--- src/sv/mexp_pkg.sv ---
// Shared widths for the modular exponentiation block.
// No dependencies; imported by the channel interfaces and all modules.
package mexp_pkg;

   localparam int FIELD_WIDTH   = 63;
   localparam int MODULUS_WIDTH = 32;
   localparam int RESULT_WIDTH  = 32;
   localparam int COUNT_WIDTH   = 6;

endpackage

--- src/sv/mexp_req_if.sv ---
// Request channel: base, exponent and modulus with valid/ready.
// Depends on mexp_pkg for field widths.
interface mexp_req_if import mexp_pkg::*; ();

   logic                     valid;
   logic                     ready;
   logic [FIELD_WIDTH-1:0]   base_value;
   logic [FIELD_WIDTH-1:0]   exponent;
   logic [MODULUS_WIDTH-1:0] modulus;

   modport source (output valid, output base_value, output exponent, output modulus,
                   input ready);
   modport sink   (input valid, input base_value, input exponent, input modulus,
                   output ready);

endinterface

--- src/sv/mexp_rsp_if.sv ---
// Response channel: modular power result with valid/ready.
// Depends on mexp_pkg for the result width.
interface mexp_rsp_if import mexp_pkg::*; ();

   logic                    valid;
   logic                    ready;
   logic [RESULT_WIDTH-1:0] power_result;

   modport source (output valid, output power_result, input ready);
   modport sink   (input valid, input power_result, output ready);

endinterface

--- src/sv/mexp_mulmod.sv ---
// Iterative shift-add modular multiplier, one multiplier bit per cycle, MSB first.
// Depends on mexp_pkg; used by modular_exponentiation for all reductions.
module mexp_mulmod import mexp_pkg::*; #(
   parameter int MOD_WIDTH = 32
) (
   input  logic                   clock,
   input  logic                   reset,
   input  logic                   start,
   input  logic [FIELD_WIDTH-1:0] multiplier,
   input  logic [COUNT_WIDTH-1:0] step_count,
   input  logic [MOD_WIDTH-1:0]   multiplicand,
   input  logic [MOD_WIDTH-1:0]   modulus,
   output logic                   done,
   output logic [MOD_WIDTH-1:0]   product
);

   localparam int SUM_WIDTH = MOD_WIDTH + 2;

   logic                   busy_ff, busy_in;
   logic                   done_ff, done_in;
   logic [COUNT_WIDTH-1:0] count_ff, count_in;
   logic [FIELD_WIDTH-1:0] mplr_ff, mplr_in;
   logic [MOD_WIDTH-1:0]   mcand_ff, mcand_in;
   logic [MOD_WIDTH-1:0]   mod_ff, mod_in;
   logic [MOD_WIDTH-1:0]   rem_ff, rem_in;

   logic [SUM_WIDTH-1:0]   sum;
   logic [SUM_WIDTH-1:0]   mod_once;
   logic [SUM_WIDTH-1:0]   mod_twice;
   logic [SUM_WIDTH-1:0]   reduced;

   always_comb begin
      sum       = {1'b0, rem_ff, 1'b0}
                + (mplr_ff[FIELD_WIDTH-1] ? {2'b00, mcand_ff} : {SUM_WIDTH{1'b0}});
      mod_once  = {2'b00, mod_ff};
      mod_twice = {1'b0, mod_ff, 1'b0};
      priority if (sum >= mod_twice) begin
         reduced = sum - mod_twice;
      end else if (sum >= mod_once) begin
         reduced = sum - mod_once;
      end else begin
         reduced = sum;
      end
   end

   always_comb begin
      busy_in  = busy_ff;
      done_in  = 1'b0;
      count_in = count_ff;
      mplr_in  = mplr_ff;
      mcand_in = mcand_ff;
      mod_in   = mod_ff;
      rem_in   = rem_ff;
      if (start) begin
         busy_in  = 1'b1;
         count_in = step_count;
         mplr_in  = multiplier;
         mcand_in = multiplicand;
         mod_in   = modulus;
         rem_in   = '0;
      end else if (busy_ff) begin
         rem_in   = reduced[MOD_WIDTH-1:0];
         mplr_in  = {mplr_ff[FIELD_WIDTH-2:0], 1'b0};
         count_in = count_ff - COUNT_WIDTH'(1);
         if (count_ff == COUNT_WIDTH'(1)) begin
            busy_in = 1'b0;
            done_in = 1'b1;
         end
      end
   end

   always_ff @(posedge clock) begin
      if (reset) begin
         busy_ff <= 1'b0;
         done_ff <= 1'b0;
      end else begin
         busy_ff <= busy_in;
         done_ff <= done_in;
      end
   end

   always_ff @(posedge clock) begin
      count_ff <= count_in;
      mplr_ff  <= mplr_in;
      mcand_ff <= mcand_in;
      mod_ff   <= mod_in;
      rem_ff   <= rem_in;
   end

   assign done    = done_ff;
   assign product = rem_ff;

endmodule

--- src/sv/modular_exponentiation.sv ---
// Right-to-left square-and-multiply exponentiation over one shared mulmod unit.
// A zero exponent or zero modulus answers in the cycle after the request is taken. One request
// at a time: the next is taken in the cycle after the result is accepted; the serial
// multiplier works one bit per cycle. Synchronous reset returns to idle.
module modular_exponentiation import mexp_pkg::*; #(
   parameter int MOD_WIDTH = 32
) (
   input  logic clock,
   input  logic reset,
   mexp_req_if.sink   req_chan,
   mexp_rsp_if.source rsp_chan
);

   typedef enum logic [5:0] {
      ST_IDLE   = 6'b000001,
      ST_REDUCE = 6'b000010,
      ST_PICK   = 6'b000100,
      ST_MULT   = 6'b001000,
      ST_SQUARE = 6'b010000,
      ST_RESP   = 6'b100000
   } state_type;

   localparam int PAD_WIDTH = FIELD_WIDTH - MOD_WIDTH;

   state_type              state_ff, state_in;
   logic [FIELD_WIDTH-1:0] exp_ff, exp_in;
   logic [MOD_WIDTH-1:0]   mod_ff, mod_in;
   logic [MOD_WIDTH-1:0]   base_ff, base_in;
   logic [MOD_WIDTH-1:0]   acc_ff, acc_in;

   logic                   unit_start;
   logic [FIELD_WIDTH-1:0] unit_mplr;
   logic [COUNT_WIDTH-1:0] unit_count;
   logic [MOD_WIDTH-1:0]   unit_mcand;
   logic [MOD_WIDTH-1:0]   unit_mod;
   logic                   unit_done;
   logic [MOD_WIDTH-1:0]   unit_product;
   logic [MOD_WIDTH-1:0]   req_mod;

   assign req_mod = req_chan.modulus[MOD_WIDTH-1:0];

   mexp_mulmod #(
      .MOD_WIDTH (MOD_WIDTH)
   ) u_mulmod (
      .clock        (clock),
      .reset        (reset),
      .start        (unit_start),
      .multiplier   (unit_mplr),
      .step_count   (unit_count),
      .multiplicand (unit_mcand),
      .modulus      (unit_mod),
      .done         (unit_done),
      .product      (unit_product)
   );

   always_comb begin
      state_in   = state_ff;
      exp_in     = exp_ff;
      mod_in     = mod_ff;
      base_in    = base_ff;
      acc_in     = acc_ff;
      unit_start = 1'b0;
      unit_mplr  = {base_ff, {PAD_WIDTH{1'b0}}};
      unit_count = COUNT_WIDTH'(MOD_WIDTH);
      unit_mcand = base_ff;
      unit_mod   = mod_ff;
      unique case (state_ff)
         ST_IDLE: begin
            if (req_chan.valid) begin
               exp_in = req_chan.exponent;
               mod_in = req_mod;
               if (req_chan.exponent == '0) begin
                  acc_in   = MOD_WIDTH'(1);
                  state_in = ST_RESP;
               end else if (req_mod == '0) begin
                  acc_in   = '0;
                  state_in = ST_RESP;
               end else begin
                  acc_in     = MOD_WIDTH'(1);
                  unit_start = 1'b1;
                  unit_mplr  = req_chan.base_value;
                  unit_count = COUNT_WIDTH'(FIELD_WIDTH);
                  unit_mcand = MOD_WIDTH'(1);
                  unit_mod   = req_mod;
                  state_in   = ST_REDUCE;
               end
            end
         end
         ST_REDUCE: begin
            if (unit_done) begin
               base_in  = unit_product;
               state_in = ST_PICK;
            end
         end
         ST_PICK: begin
            if (exp_ff == '0) begin
               state_in = ST_RESP;
            end else if (exp_ff[0]) begin
               unit_start = 1'b1;
               unit_mplr  = {acc_ff, {PAD_WIDTH{1'b0}}};
               state_in   = ST_MULT;
            end else begin
               unit_start = 1'b1;
               state_in   = ST_SQUARE;
            end
         end
         ST_MULT: begin
            if (unit_done) begin
               acc_in     = unit_product;
               unit_start = 1'b1;
               state_in   = ST_SQUARE;
            end
         end
         ST_SQUARE: begin
            if (unit_done) begin
               base_in  = unit_product;
               exp_in   = {1'b0, exp_ff[FIELD_WIDTH-1:1]};
               state_in = ST_PICK;
            end
         end
         ST_RESP: begin
            if (rsp_chan.ready) begin
               state_in = ST_IDLE;
            end
         end
         default: begin
            state_in = ST_IDLE;
         end
      endcase
   end

   always_ff @(posedge clock) begin
      if (reset) begin
         state_ff <= ST_IDLE;
      end else begin
         state_ff <= state_in;
      end
   end

   always_ff @(posedge clock) begin
      exp_ff  <= exp_in;
      mod_ff  <= mod_in;
      base_ff <= base_in;
      acc_ff  <= acc_in;
   end

   assign req_chan.ready        = (state_ff == ST_IDLE);
   assign rsp_chan.valid        = (state_ff == ST_RESP);
   assign rsp_chan.power_result = RESULT_WIDTH'(acc_ff);

endmodule

--- src/flat_wrapper.sv ---
// flat-port wrapper written by rule: the top's interface ports become plain ports
module modular_exponentiation_flat import mexp_pkg::*;
#(
   parameter int MOD_WIDTH = 32
)
  (clock, reset, req_chan_valid, req_chan_base_value, req_chan_exponent, req_chan_modulus, req_chan_ready, rsp_chan_valid, rsp_chan_power_result, rsp_chan_ready);
  mexp_req_if req_chan_i ();
  mexp_rsp_if rsp_chan_i ();
  input  logic clock;
  input  logic reset;
  input wire logic [$bits(req_chan_i.valid)-1:0] req_chan_valid;
  input wire logic [$bits(req_chan_i.base_value)-1:0] req_chan_base_value;
  input wire logic [$bits(req_chan_i.exponent)-1:0] req_chan_exponent;
  input wire logic [$bits(req_chan_i.modulus)-1:0] req_chan_modulus;
  output wire logic [$bits(req_chan_i.ready)-1:0] req_chan_ready;
  output wire logic [$bits(rsp_chan_i.valid)-1:0] rsp_chan_valid;
  output wire logic [$bits(rsp_chan_i.power_result)-1:0] rsp_chan_power_result;
  input wire logic [$bits(rsp_chan_i.ready)-1:0] rsp_chan_ready;
  assign req_chan_i.valid = req_chan_valid;
  assign req_chan_i.base_value = req_chan_base_value;
  assign req_chan_i.exponent = req_chan_exponent;
  assign req_chan_i.modulus = req_chan_modulus;
  assign req_chan_ready = req_chan_i.ready;
  assign rsp_chan_valid = rsp_chan_i.valid;
  assign rsp_chan_power_result = rsp_chan_i.power_result;
  assign rsp_chan_i.ready = rsp_chan_ready;
  modular_exponentiation #(.MOD_WIDTH(MOD_WIDTH)) u_core (.clock(clock), .reset(reset), .req_chan(req_chan_i), .rsp_chan(rsp_chan_i));
endmodule
--- config.mk ---
export PLATFORM = sky130hd
export DESIGN_NAME = modular_exponentiation_flat
export DESIGN_NICKNAME = d
export VERILOG_FILES = /design/src/sv/mexp_pkg.sv /design/src/sv/mexp_req_if.sv /design/src/sv/mexp_rsp_if.sv /design/src/sv/mexp_mulmod.sv /design/src/sv/modular_exponentiation.sv /design/src/flat_wrapper.sv
export SDC_FILE = /design/constraint.sdc
export NUM_CORES = 1
export LEC_CHECK = 0
export BUFFER_PORTS_ARGS = -buffer_cell sky130_fd_sc_hd__buf_2
export CORE_ASPECT_RATIO = 2
export CORE_UTILIZATION = 45
export DETAILED_ROUTE_END_ITERATION = 10
export HOLD_SLACK_MARGIN = 0.12
export PLACE_DENSITY = 0.66
export SETUP_SLACK_MARGIN = 0.4
export SYNTH_ARGS = -nofsm -noshare
export SYNTH_HDL_FRONTEND = slang
export SYNTH_SLANG_ARGS = --single-unit
--- constraint.sdc ---
create_clock -name clock -period 5.99 [get_ports clock]
set_clock_uncertainty 0.2 [all_clocks]
set_input_delay 0.599 -clock clock [delete_from_list [all_inputs] [get_ports clock]]
set_output_delay 0.599 -clock clock [all_outputs]
set_load 0.05 [all_outputs]
==> results of run 1 <==
-- cell families after synthesis --
group | Yosys count | share of synthesized area, %
simple gates | 508 | 13.75
flops | 332 | 49.71
buf+inv | 152 | 3.146
mux | 113 | 6.559
xor+xnor | 83 | 3.777
compound gates | 472 | 16.43
fa+ha+maj | 100 | 6.617
-- cells in the final DEF, fill, tap and decap left out, types with 40 or more instances in the layout --
| cell type | netlist | routed |
|---|---|---|
| a21o_1 | 41 | 41 |
| a21oi_1 | 111 | 98 |
| a31oi_1 | 46 | 42 |
| and2_1 | 66 | 64 |
| buf_2 | 10 | 195 |
| buf_4 | 2 | 144 |
| dfxtp_1 | 40 | 40 |
| edfxtp_1 | 292 | 292 |
| ha_1 | 97 | 78 |
| inv_1 | 71 | 69 |
| mux2_2 | 97 | 96 |
| nand2_1 | 100 | 98 |
| nor2_1 | 118 | 109 |
| nor4_1 | 43 | 41 |
| o21ai_0 | 77 | 68 |
| xnor2_1 | 57 | 52 |
-- sequential cells by signal (all words and copies together) (netlist names), 6 cells and up --
register and flops:
u_core.u_mulmod.count_ff 6, u_core.u_mulmod.mcand_ff 32, u_core.base_ff 32, u_core.mod_ff 32, u_core.exp_ff 63, u_core.u_mulmod.mplr_ff 63, u_core.rsp_chan.power_result 32, u_core.u_mulmod.product 32
u_core.u_mulmod.mod_ff 32, u_core.state_ff 6
-- layout make-up --
type	count	area (µm²)	area share [%]
timing repair buffer	396	2788	11.50
clock buffer	38	865.8	3.571
inverter	72	272.8	1.125
multi-input combinational	1276	9819	40.50
clock inverter	21	254.0	1.048
antenna	1	2.502	0.01032
sequential	332	9569	39.47
tap	540	675.6	2.787
-- path summary, 6_finish.rpt --
path,end,depth (start not counted)
max,u_core.u_mulmod.product[28],24
min,u_core.u_mulmod.mplr_ff[12],2
max reg2reg,u_core.u_mulmod.product[28],24
min reg2reg,u_core.base_ff[1],0
-- per-stage QoR --
stage | util, % | TNS, ns | total power [µW] | instances | hold slack, ns
after global placement | 51.58 | 0 | 9467 | 2551 | 0.2774
after CTS | 56.40 | 0 | 12340 | 2664 | 0.1262
after floorplan | - | 0 | 7461 | 1760 | 0.2367
after global routing | 57.67 | 0 | 13580 | 2675 | 0.1437
final | 57.67 | 0 | 12860 | 2676 | 0.1438
after detailed placement | 51.58 | -0.03614 | 9562 | 2551 | 0.2754
-- where the power goes --
group	switching (µW)	internal, µW	leakage [µW]	total, µW
sequential	230	2980	0.00313	3210
clock	967	1240	0.000547	2210
combinational	4050	3390	0.00604	7440
-- timing repair --
action	4_1_cts	5_1_grt
gates cloned	4	0
setup buffers	16	11
resized for setup	59	90
hold buffers	34	0
pin swaps	32	54
endpoints found under the setup margin	32	32
hold endpoints to repair	39	0
-- routing by layer --
| layer | up-vias | wire length, µm | track usage [%] |
|---|---|---|---|
| met4 | 0 | 3379 | 15.39 |
| met5 | - | 0 | 0 |
| li1 | 7354 | - | - |
| met2 | 417 | 30360 | 48.88 |
| met1 | 7439 | 19980 | 25.47 |
| met3 | 152 | 1862 | 2.647 |
-- worst max-delay path, cell delays in order, from the launching register on --
cell and delay [ns]:
edfxtp_1 0.48, buf_6 0.17, buf_16 0.13, and2_4 0.14, ha_4 0.22, o211ai_1 0.31
a21oi_4 0.07, o21ai_4 0.25, o31ai_2 0.08, buf_4 0.15, a31o_4 0.21, a31o_1 0.23
or4b_4 0.56, nand3_4 0.11, buf_6 0.12, ha_4 0.20, o21ai_2 0.05, a21oi_1 0.07
a221o_1 0.38, o31ai_4 0.30, o211ai_4 0.13, buf_12 0.18, or2_4 0.28, or3_1 0.37
o211a_1 0.12
==> results.md, run 1 <==
* Outcome: finished clean
* Largest net degree at the start of global routing at 112
* Drt total wl at 55590 µm
* Yosys reg bits at around 330
* Number of synthesized flops with an enable pin at slightly below 300
* Num rows at 106
* DR vias at approximately 15000
* Main synth FF type: edfxtp_1
* Pre-CTS WS at -0.02212 ns
* DIE HEIGHT at slightly below 300 µm
* Max H-tree Level at 2
* Io pins at just under 200
* Longest Clk Path Bufs at 3
* Cells after synthesis at about 1800
* Synth area leaders: edfxtp_1, ha_1, mux2_2, dfxtp_1, a21oi_1
* Maximum clock rate at roughly 0.18 GHz
* Detailed Routing Iterations Pass 1 at 5
* Clock root buffer: clkbuf_16
* Synth warnings at 0
* Total GRT Usage at approximately 25%
* GP Congestion at 0.9580
* Layout Area Growth over Synthesis at 25.97%
* Clock latency at the later pin of the worst-skew pair at ~0.55 ns
* R2R Setup Slk at 0.33 ns
* Drt initial violations at roughly 800
* Initial antenna violation count at 0
* Worst r2r src: u_core.u_mulmod.mplr_ff[62]
* Arrival @ worst endpoint at around 6 ns
* Port bufs at about 200
* Seq/Total Area, Yosys at between 40% and 50%
* CORE AREA at between 40000 and 50000 µm²
* Vias per cell at approximately 5.7
* Total CTS buffers at 34
* Synth area leader: edfxtp_1
* Syn_nets at 2022
* Most instantiated library cell after synthesis: edfxtp_1
* Antenna-violating nets left at 0
* Clock Sinks at approximately 330
* CP Max Fanout at 9
* Post-synth top area share at roughly 46%
* Leak at 0.009715 µW
* Pwr Density at 530.2 nW/µm²
* # DRC at 0
* DP Area at roughly 22000 µm²
* First-pass GRT wire length at approximately 85000 µm
* Nets at between 2000 and 2500
* RSZ-0062 raised after global routing: true
* Die Wd at 148.2 µm
* Die area at ~44000 µm²
* DP HPWL at about 40000 µm
* Mean Syn Cell Area at 10.94 µm²
* HP Class: primary input to register
* Layout cells sized above 1 at between 20% and 30%
* Most instantiated cells after synthesis: edfxtp_1, nor2_1, a21oi_1
* Fin. Hold Viols at 0
* Final Max Tran Viols at 0
* CP Launch Type: register
* Worst VDD drop at roughly 0.00028 V
* Syn Std Cell Area at just under 20000 µm²
* Final min period at about 5.7 ns
* Drt wl/cell at ~21 µm
* CTS clk-pin slew, worst paths at 0.07 ns
* CP startpoint: u_core.u_mulmod.mplr_ff[62]
* Tcrit/Tclk final at between 90 and 100%
* Gr ovfl total at 0
* Maxcap violations at 0
* Asr flop ratio synth at 0%
* CTS tree: done
* Critical Setup Path Class: register to register
* Vias in the first global route at approximately 16000
* Worst-margin pin slew at just under 0.9 ns
* Setup ws final at between 0.3 and 0.4 ns
* Distinct cells, synth at slightly below 90
* CP endpoint kind: register
* Critical path required time at 6.23 ns
* Hold Crit Start: req_chan_base_value[12]
* Setup Viol. Count Final at 0
* Initial Util at about 46%
* Worst slew margin at between 40% and 50%
* Fin area at ~24000 µm²
* FILL cells at approximately 3600
No activity file was read; power rests on OpenSTA's default activity.
==> run 2, diff against run 1 <==
- CTS_BUF_LIST: not set -> sky130_fd_sc_hd__clkbuf_2 sky130_fd_sc_hd__clkbuf_4 sky130_fd_sc_hd__clkbuf_8
==> results.md, run 2 (synthesis gave the netlist of run 1 again) <==
* Initial Util at 45.78% (unchanged)
* CTS tree: done
* Met1 Use GR at 26.46% (+0.99 points)
* Placed Instances at 2551 (unchanged)
* Sequential standard cell area at 9569 µm² (unchanged)
* Num rows at 106 (unchanged)
* Core Util, Final at 60.20% (+2.5 points)
* Setup Viol. Count Final at 0 (unchanged)
* Drt initial violations at 765 (-3.7%)
* CP Max Fanout at 7 (-2)
* Vias per cell at 5.660 (-1.4%)
* Initial antenna violation count at 1 (+1)
* DP HPWL at 41040 µm (unchanged)
* Layout cells sized above 1 at 30.42% (+0.54 points)
* HP Class: primary input to register
* Clock root buffer: clkbuf_8
* Maximum clock rate at 0.1773 GHz (+0.29%)
* Top Usage Layer GRT: met2
* Fin. Hold Viols at 0 (unchanged)
* Antenna-violating nets left at 0 (unchanged)
* Vias in the first global route at 16747 (+5.1%)
* Worst slew margin at 40.32% (about the same)
* Final min period at 5.639 ns (-0.01653 ns)
* Longest Clk Path Bufs at 3 (unchanged)
* Final Max Tran Viols at 0 (unchanged)
* Met2 usage at 50.73% (+1.8 points)
* FILL cells at 3456 (-3.2%)
* DR vias at 15960 (+3.9%)
* Largest net degree at the start of global routing at 112 (unchanged)
* Worst VDD drop at 0.0002339 V (-15%)
* CORE AREA at 42040 µm² (unchanged)
* Die Wd at 148.2 µm (unchanged)
* Worst r2r src: u_core.u_mulmod.mplr_ff[62]
* Detailed Routing Iterations Pass 1 at 5 (unchanged)
* Tcrit/Tclk final at 94.15% (-0.28 points)
* R2R Setup Slk at 0.35 ns (+0.02 ns)
* Hold-critical path depth at 2 (unchanged)
* Worst-margin pin slew at 0.8953 ns (-0.0001938 ns)
* DIE HEIGHT at 294.5 µm (unchanged)
* Worst hold endpoint: u_core.exp_ff[40]
* CTS clk-pin slew, worst paths at 0.07 ns (about the same)
* Arrival @ worst endpoint at 5.95 ns (+0.06 ns)
* Outcome: finished clean
* Most frequent cells in the layout: edfxtp_1, buf_2, buf_4
* Gr ovfl total at 0 (unchanged)
* Total GRT Usage at 26.47% (+1.2 points)
* CP endpoint kind: register
* Drt wl/cell at 20.71 µm (-0.29%)
* Top flop regs: u_core.exp_ff: 63 flops, u_core.u_mulmod.mplr_ff: 63 flops
* Total CTS buffers at 49 (+44%)
* CP Launch Type: register
* Clock latency at the later pin of the worst-skew pair at 0.63 ns (+0.08 ns)
* First-pass GRT wire length at 89020 µm (+4.6%)
* Pwr Density at 509.2 nW/µm² (-4.0%)
* # DRC at 0 (unchanged)
* Nets at 2501 (+5.3%)
* Hold Crit Start: req_chan_exponent[40]
* Clock Sinks at 332 (unchanged)
* Critical Setup Path Class: register to register
* Critical path required time at 6.30 ns (+0.07 ns)
* M3 GR Usage at 3.019% (+0.37 points)
* Io pins at 196 (unchanged)
* Most common cell after layout, fill and taps aside: edfxtp_1
* Max H-tree Level at 2 (unchanged)
* GP Congestion at 0.9580 (unchanged)
* Leak at 0.01018 µW (+4.7%)
* Die area at 43660 µm² (unchanged)
* Drt total wl at 58410 µm (+5.1%)
* Layout Area Growth over Synthesis at 31.50%
* Port bufs at 195 (unchanged)
* Layout Cells excl Fill at 2820 (+5.4%)
* Multi-input gate area at 9908 µm² (+0.90%)
* Worst-case reg-to-reg path depth at 25 (+4.2%)
* Reg-to-reg endpoint: u_core.u_mulmod.product[1]
* Hold_ws at 0.1640 ns (+0.02023 ns)
* RSZ-0062 raised after global routing: true
* Maxcap violations at 0 (unchanged)
-- run 2: changes by cell type in the layout (fill, tap and decap cells not counted), moves of 4 or more --
cell,change
clkbuf_1,-4
dlygate4sd3_1,+92
clkinv_2,+6
o21ai_1,+5
clkbuf_16,-34
inv_6,-4
clkbuf_8,+49
buf_4,+17
clkbuf_4,+6
clkinv_1,+10
clkinvlp_4,+4
-- run 2: final cells by class --
type	instances	share of cell area, %
Multi-Input combinational cell	1276	39.14
Sequential cell	332	37.81
Timing Repair Buffer	508	15.39
Tap cell	540	2.669
Inverter	72	1.078
Clock buffer	55	2.842
Antenna cell	2	0.01977
Clock inverter	35	1.053
-- run 2: power by group --
part | switching (µW) | internal [µW]
clock | 965 | 951
sequential | 231 | 2980
combinational | 4160 | 3600
total | 5350 | 7530
-- run 2: worst max path at each step --
stage          depth (start not counted)  slack (ns)                           to                         from
6_report                              25        0.35   u_core.u_mulmod.product[1]  u_core.u_mulmod.mplr_ff[62]
5_1_grt                               27        0.17  u_core.u_mulmod.product[20]  u_core.u_mulmod.mplr_ff[62]
4_1_cts                               21        0.40  u_core.u_mulmod.product[28]  u_core.u_mulmod.mplr_ff[62]
3_5_place_dp                          26       -0.02   u_core.u_mulmod.product[1]  u_core.u_mulmod.mplr_ff[62]
3_3_place_gp                          27        0.13   u_core.u_mulmod.product[1]  u_core.u_mulmod.mplr_ff[62]
2_1_floorplan                         23        0.56  u_core.u_mulmod.product[18]  u_core.u_mulmod.mplr_ff[62]
-- run 2: repair_timing --
item                                   CTS  global route
setup buffers                           26            21
endpoints found under the hold margin  158             0
gates resized for setup                 82            84
pin swaps                               47            30
hold buffers                           126             0
gates cloned                             4             0
setup endpoints to repair               32            32
-- run 2: critical path, cell delays in order (launching register included) --
cell,delay [ns]
edfxtp_1,0.42
buf_6,0.16
buf_12,0.12
and2_4,0.14
ha_4,0.23
a2111o_1,0.44
o21ai_4,0.26
o31ai_2,0.10
buf_4,0.15
a31o_4,0.21
a31o_1,0.20
or4b_4,0.51
nand3_4,0.11
ha_4,0.23
and3_4,0.19
and4_1,0.22
nand4_1,0.10
nor2_2,0.06
nor4b_4,0.27
a21oi_2,0.10
nor3b_4,0.30
buf_12,0.18
buf_6,0.11
mux2_4,0.29
o21ai_2,0.14
o31ai_1,0.08
-- run 2: layer usage --
layer / wire length (µm) / vias to the layer above / part of all wire (%)
met1: 20840 / 7698 / 36
met4: 3830 / 0 / 6.6
met3: 2148 / 167 / 3.7
li1: - / 7630 / -
met5: 0 / - / 0
met2: 31590 / 465 / 54
-- run 2: per-stage QoR --
stage          setup TNS [ns]  instance area, µm²  worst slack, ns  power [µW]
6_report                    0               25310           0.3507       12890
5_1_grt                     0               25310           0.1740       13630
4_1_cts                     0               24700           0.3989       12260
3_5_place_dp         -0.03614               21690         -0.02212        9562
3_3_place_gp                0               21690           0.1262        9467
2_1_floorplan               0               19250           0.5622        7461
==> run 3, diff against run 2 <==
- ABC_AREA: not set -> 1
==> results.md, run 3 <==
* Worst slew margin at 20.24% (-20 points)
* Most frequent CP cell: nand2_1
* Drt initial violations at 1160 (+52%)
* CTS tree: done
* Post-synthesis compound-gate area fraction at 9.126% (-7.3 points)
* Die area at 49510 µm² (+13%)
* DR vias at 20600 (+29%)
* Top flop regs: u_core.exp_ff: 63 flops, u_core.u_mulmod.mplr_ff: 63 flops
* GP Congestion at 0.9946 (+3.8%)
* Layout Area Growth over Synthesis at 18.65%
* Largest net degree at the start of global routing at 65 (-42%)
* Most frequent cells in the layout: nand2_1, inv_1, edfxtp_1
* Clock latency at the later pin of the worst-skew pair at 0.64 ns (about the same)
* Clock Sinks at 332 (unchanged)
* Syn Std Cell Area at 21850 µm² (+14%)
* Synth area leaders: edfxtp_1, nand2_1, inv_1, ha_1, o21ai_0
* DP HPWL at 58570 µm (+43%)
* Port bufs at 195 (unchanged)
* Most instantiated cells after synthesis: nand2_1, inv_1, edfxtp_1
* Synth warnings at 0 (unchanged)
* Asr flop ratio synth at 0% (unchanged)
* Area share of fa/ha/maj cells after synthesis at 5.828% (-0.79 points)
* Reg-to-reg endpoint: u_core.u_mulmod.product[23]
* Outcome: finished clean
* Most instantiated library cell after synthesis: nand2_1
* Syn_nets at 3210 (+59%)
* Clock root buffer: clkbuf_8
* Synth area leader: edfxtp_1
* CP Launch Type: register
* Main combinational cell family by area after synthesis: simple AND/OR/NAND/NOR gates
* Critical path required time at 6.36 ns (+0.06 ns)
* Hold-critical path depth at 7 (+5)
* RSZ-0062 raised after global routing: true
* HP Class: primary input to register
* Io pins at 196 (unchanged)
* Hold Crit Start: req_chan_base_value[47]
* CP endpoint kind: register
* Setup Viol. Count Final at 0 (unchanged)
* Total CTS buffers at 49 (unchanged)
* Gr ovfl total at 0 (unchanged)
* Number of synthesized flops with an enable pin at 292 (unchanged)
* Multiplexer share of the synthesized area at 0% (-6.6 points)
* Drt wl/cell at 19.27 µm (-7.0%)
* Fin. Hold Viols at 0 (unchanged)
* Max H-tree Level at 2 (unchanged)
* CORE AREA at 47650 µm² (+13%)
* Post-Synth XOR/XNOR Area at 2.845% (-0.93 points)
* Layout cells sized above 1 at 10.83% (-20 points)
* Main synth FF type: edfxtp_1
* Tcrit/Tclk final at 87.13% (-7.0 points)
* Initial Util at 45.87% (+0.085 points)
* CP max-delay cell: fa_1
* DIE HEIGHT at 313.7 µm (+6.5%)
* Worst-case reg-to-reg path depth at 29 (+16%)
* First-pass GRT wire length at 113600 µm (+28%)
* Worst-margin pin slew at 1.196 ns (+0.3012 ns)
* Post-synth top area share at 40.12% (-5.4 points)
* CTS clk-pin slew, worst paths at 0.06 ns (about the same)
* Most common cell after layout, fill and taps aside: nand2_1
* CP peak stage delay at 0.40 ns (-0.11 ns)
* Longest Clk Path Bufs at 3 (unchanged)
* Detailed Routing Iterations Pass 1 at 5 (unchanged)
* Critical Setup Path Class: register to register
* Nets at 3528 (+41%)
* Final min period at 5.219 ns (-0.4201 ns)
* CP Max Fanout at 28 (+21)
* Drt total wl at 75900 µm (+30%)
* # DRC at 0 (unchanged)
* Vias in the first global route at 21264 (+27%)
* Die Wd at 157.8 µm (+6.5%)
* R2R Setup Slk at 0.77 ns (+0.42 ns)
* Final Max Tran Viols at 0 (unchanged)
* Mean Syn Cell Area at 7.413 µm² (-32%)
* Arrival @ worst endpoint at 5.59 ns (-0.36 ns)
* Vias per cell at 5.230 (-7.6%)
* Initial antenna violation count at 2 (+1)
* Distinct cells, synth at 45 (-49%)
* Final setup TNS at 0 ns (unchanged)
* Worst r2r src: u_core.u_mulmod.mplr_ff[62]
* Post-Synth Simple-Gate Area at 28.79% (+15 points)
* Yosys reg bits at 332 (unchanged)
* Total GRT Usage at 30.65% (+4.2 points)
* Worst hold endpoint: u_core.u_mulmod.mplr_ff[47]
* Cells after synthesis at 2948 (+68%)
* Antenna-violating nets left at 0 (unchanged)
* Num rows at 113 (+6.6%)
* Maxcap violations at 0 (unchanged)
* Seq/Total Area, Yosys at 43.79% (-5.9 points)
* Maximum clock rate at 0.1916 GHz (+8.0%)
-- run 3: changes by cell type after synthesis, moves of 43 or more --
cell,change
o21ai_0,+102
nand4_1,+43
nor2_1,+82
nand3_1,+111
a31oi_1,-43
a21oi_1,+45
and2_1,-63
inv_1,+366
mux2_2,-97
nand2_1,+936
-- run 3: logic make-up after synthesis --
group,count (synthesis)
and+or+nand+nor,1529
adders and majority gates,100
DFF,332
AOI/OAI and AO/OA,378
buffers and inverters,538
xor gates and xnor gates,71
-- run 3: layer usage --
metal	up-vias	global-route usage [%]	part of all wire, %
met5	-	0	0.017
met4	2	23.72	8.2
met3	231	3.171	3.9
met2	618	60.06	54
met1	9542	27.72	34
li1	10207	-	-
-- run 3: repair_timing --
item	4_1_cts	5_1_grt
endpoints found under the hold margin	165	0
endpoints found under the setup margin	32	32
resized for setup	2	12
hold buffers	128	0
setup buffers	0	3
-- run 3: area by class of cell --
type | count | area (µm²)
Inverter | 443 | 1668
Sequential cell | 332 | 9569
Timing Repair Buffer | 362 | 2582
Antenna cell | 1 | 2.502
Multi-Input combinational cell | 2078 | 10280
Clock buffer | 77 | 897.1
Fill cell | 4648 | 21720
Clock inverter | 14 | 136.4
Tap cell | 632 | 790.8
-- run 3: worst max-delay path by stage --
stage | from | to | slack [ns] | depth (start not counted)
floorplan | u_core.state_ff[3] | u_core.exp_ff[0] | 1.19 | 5
finish | u_core.u_mulmod.mplr_ff[62] | u_core.u_mulmod.product[23] | 0.77 | 29
detailed placement | u_core.u_mulmod.mplr_ff[62] | u_core.u_mulmod.product[3] | 0.34 | 29
global placement | u_core.u_mulmod.mplr_ff[62] | u_core.u_mulmod.product[3] | 0.27 | 29
CTS | u_core.u_mulmod.mplr_ff[62] | u_core.u_mulmod.product[0] | 0.41 | 28
global route | u_core.u_mulmod.mplr_ff[62] | u_core.u_mulmod.product[26] | 0.35 | 29
-- run 3: worst max-delay path, delay by kind of cell (launching register included) --
| family | cells | cell delay (ns) |
|---|---|---|
| AND/OR/NAND/NOR | 15 | 1.82 |
| adder cells (fa/ha/maj) | 3 | 0.93 |
| AO/OA/AOI/OAI | 4 | 0.70 |
| buffers and inverters | 6 | 0.67 |
| XOR/XNOR | 1 | 0.39 |
| flip-flops | 1 | 0.38 |
-- run 3: through the flow --
step           util, %  worst slack (ns)  instances  hold slack [ns]  cell area, µm²
2_1_floorplan        -             1.188       2948           0.2367           21850
3_3_place_gp     49.39            0.2660       3716           0.2674           23540
3_5_place_dp     49.41            0.3357       3716           0.2590           23540
4_1_cts          54.28            0.4145       3935           0.2228           25860
5_1_grt          54.42            0.3527       3939           0.2805           25930
6_report         54.42            0.7708       3939           0.2603           25930
Power of run 3 is not shown: default switching activity piles up to over one toggle a cycle in this logic, so the estimate is an artifact.
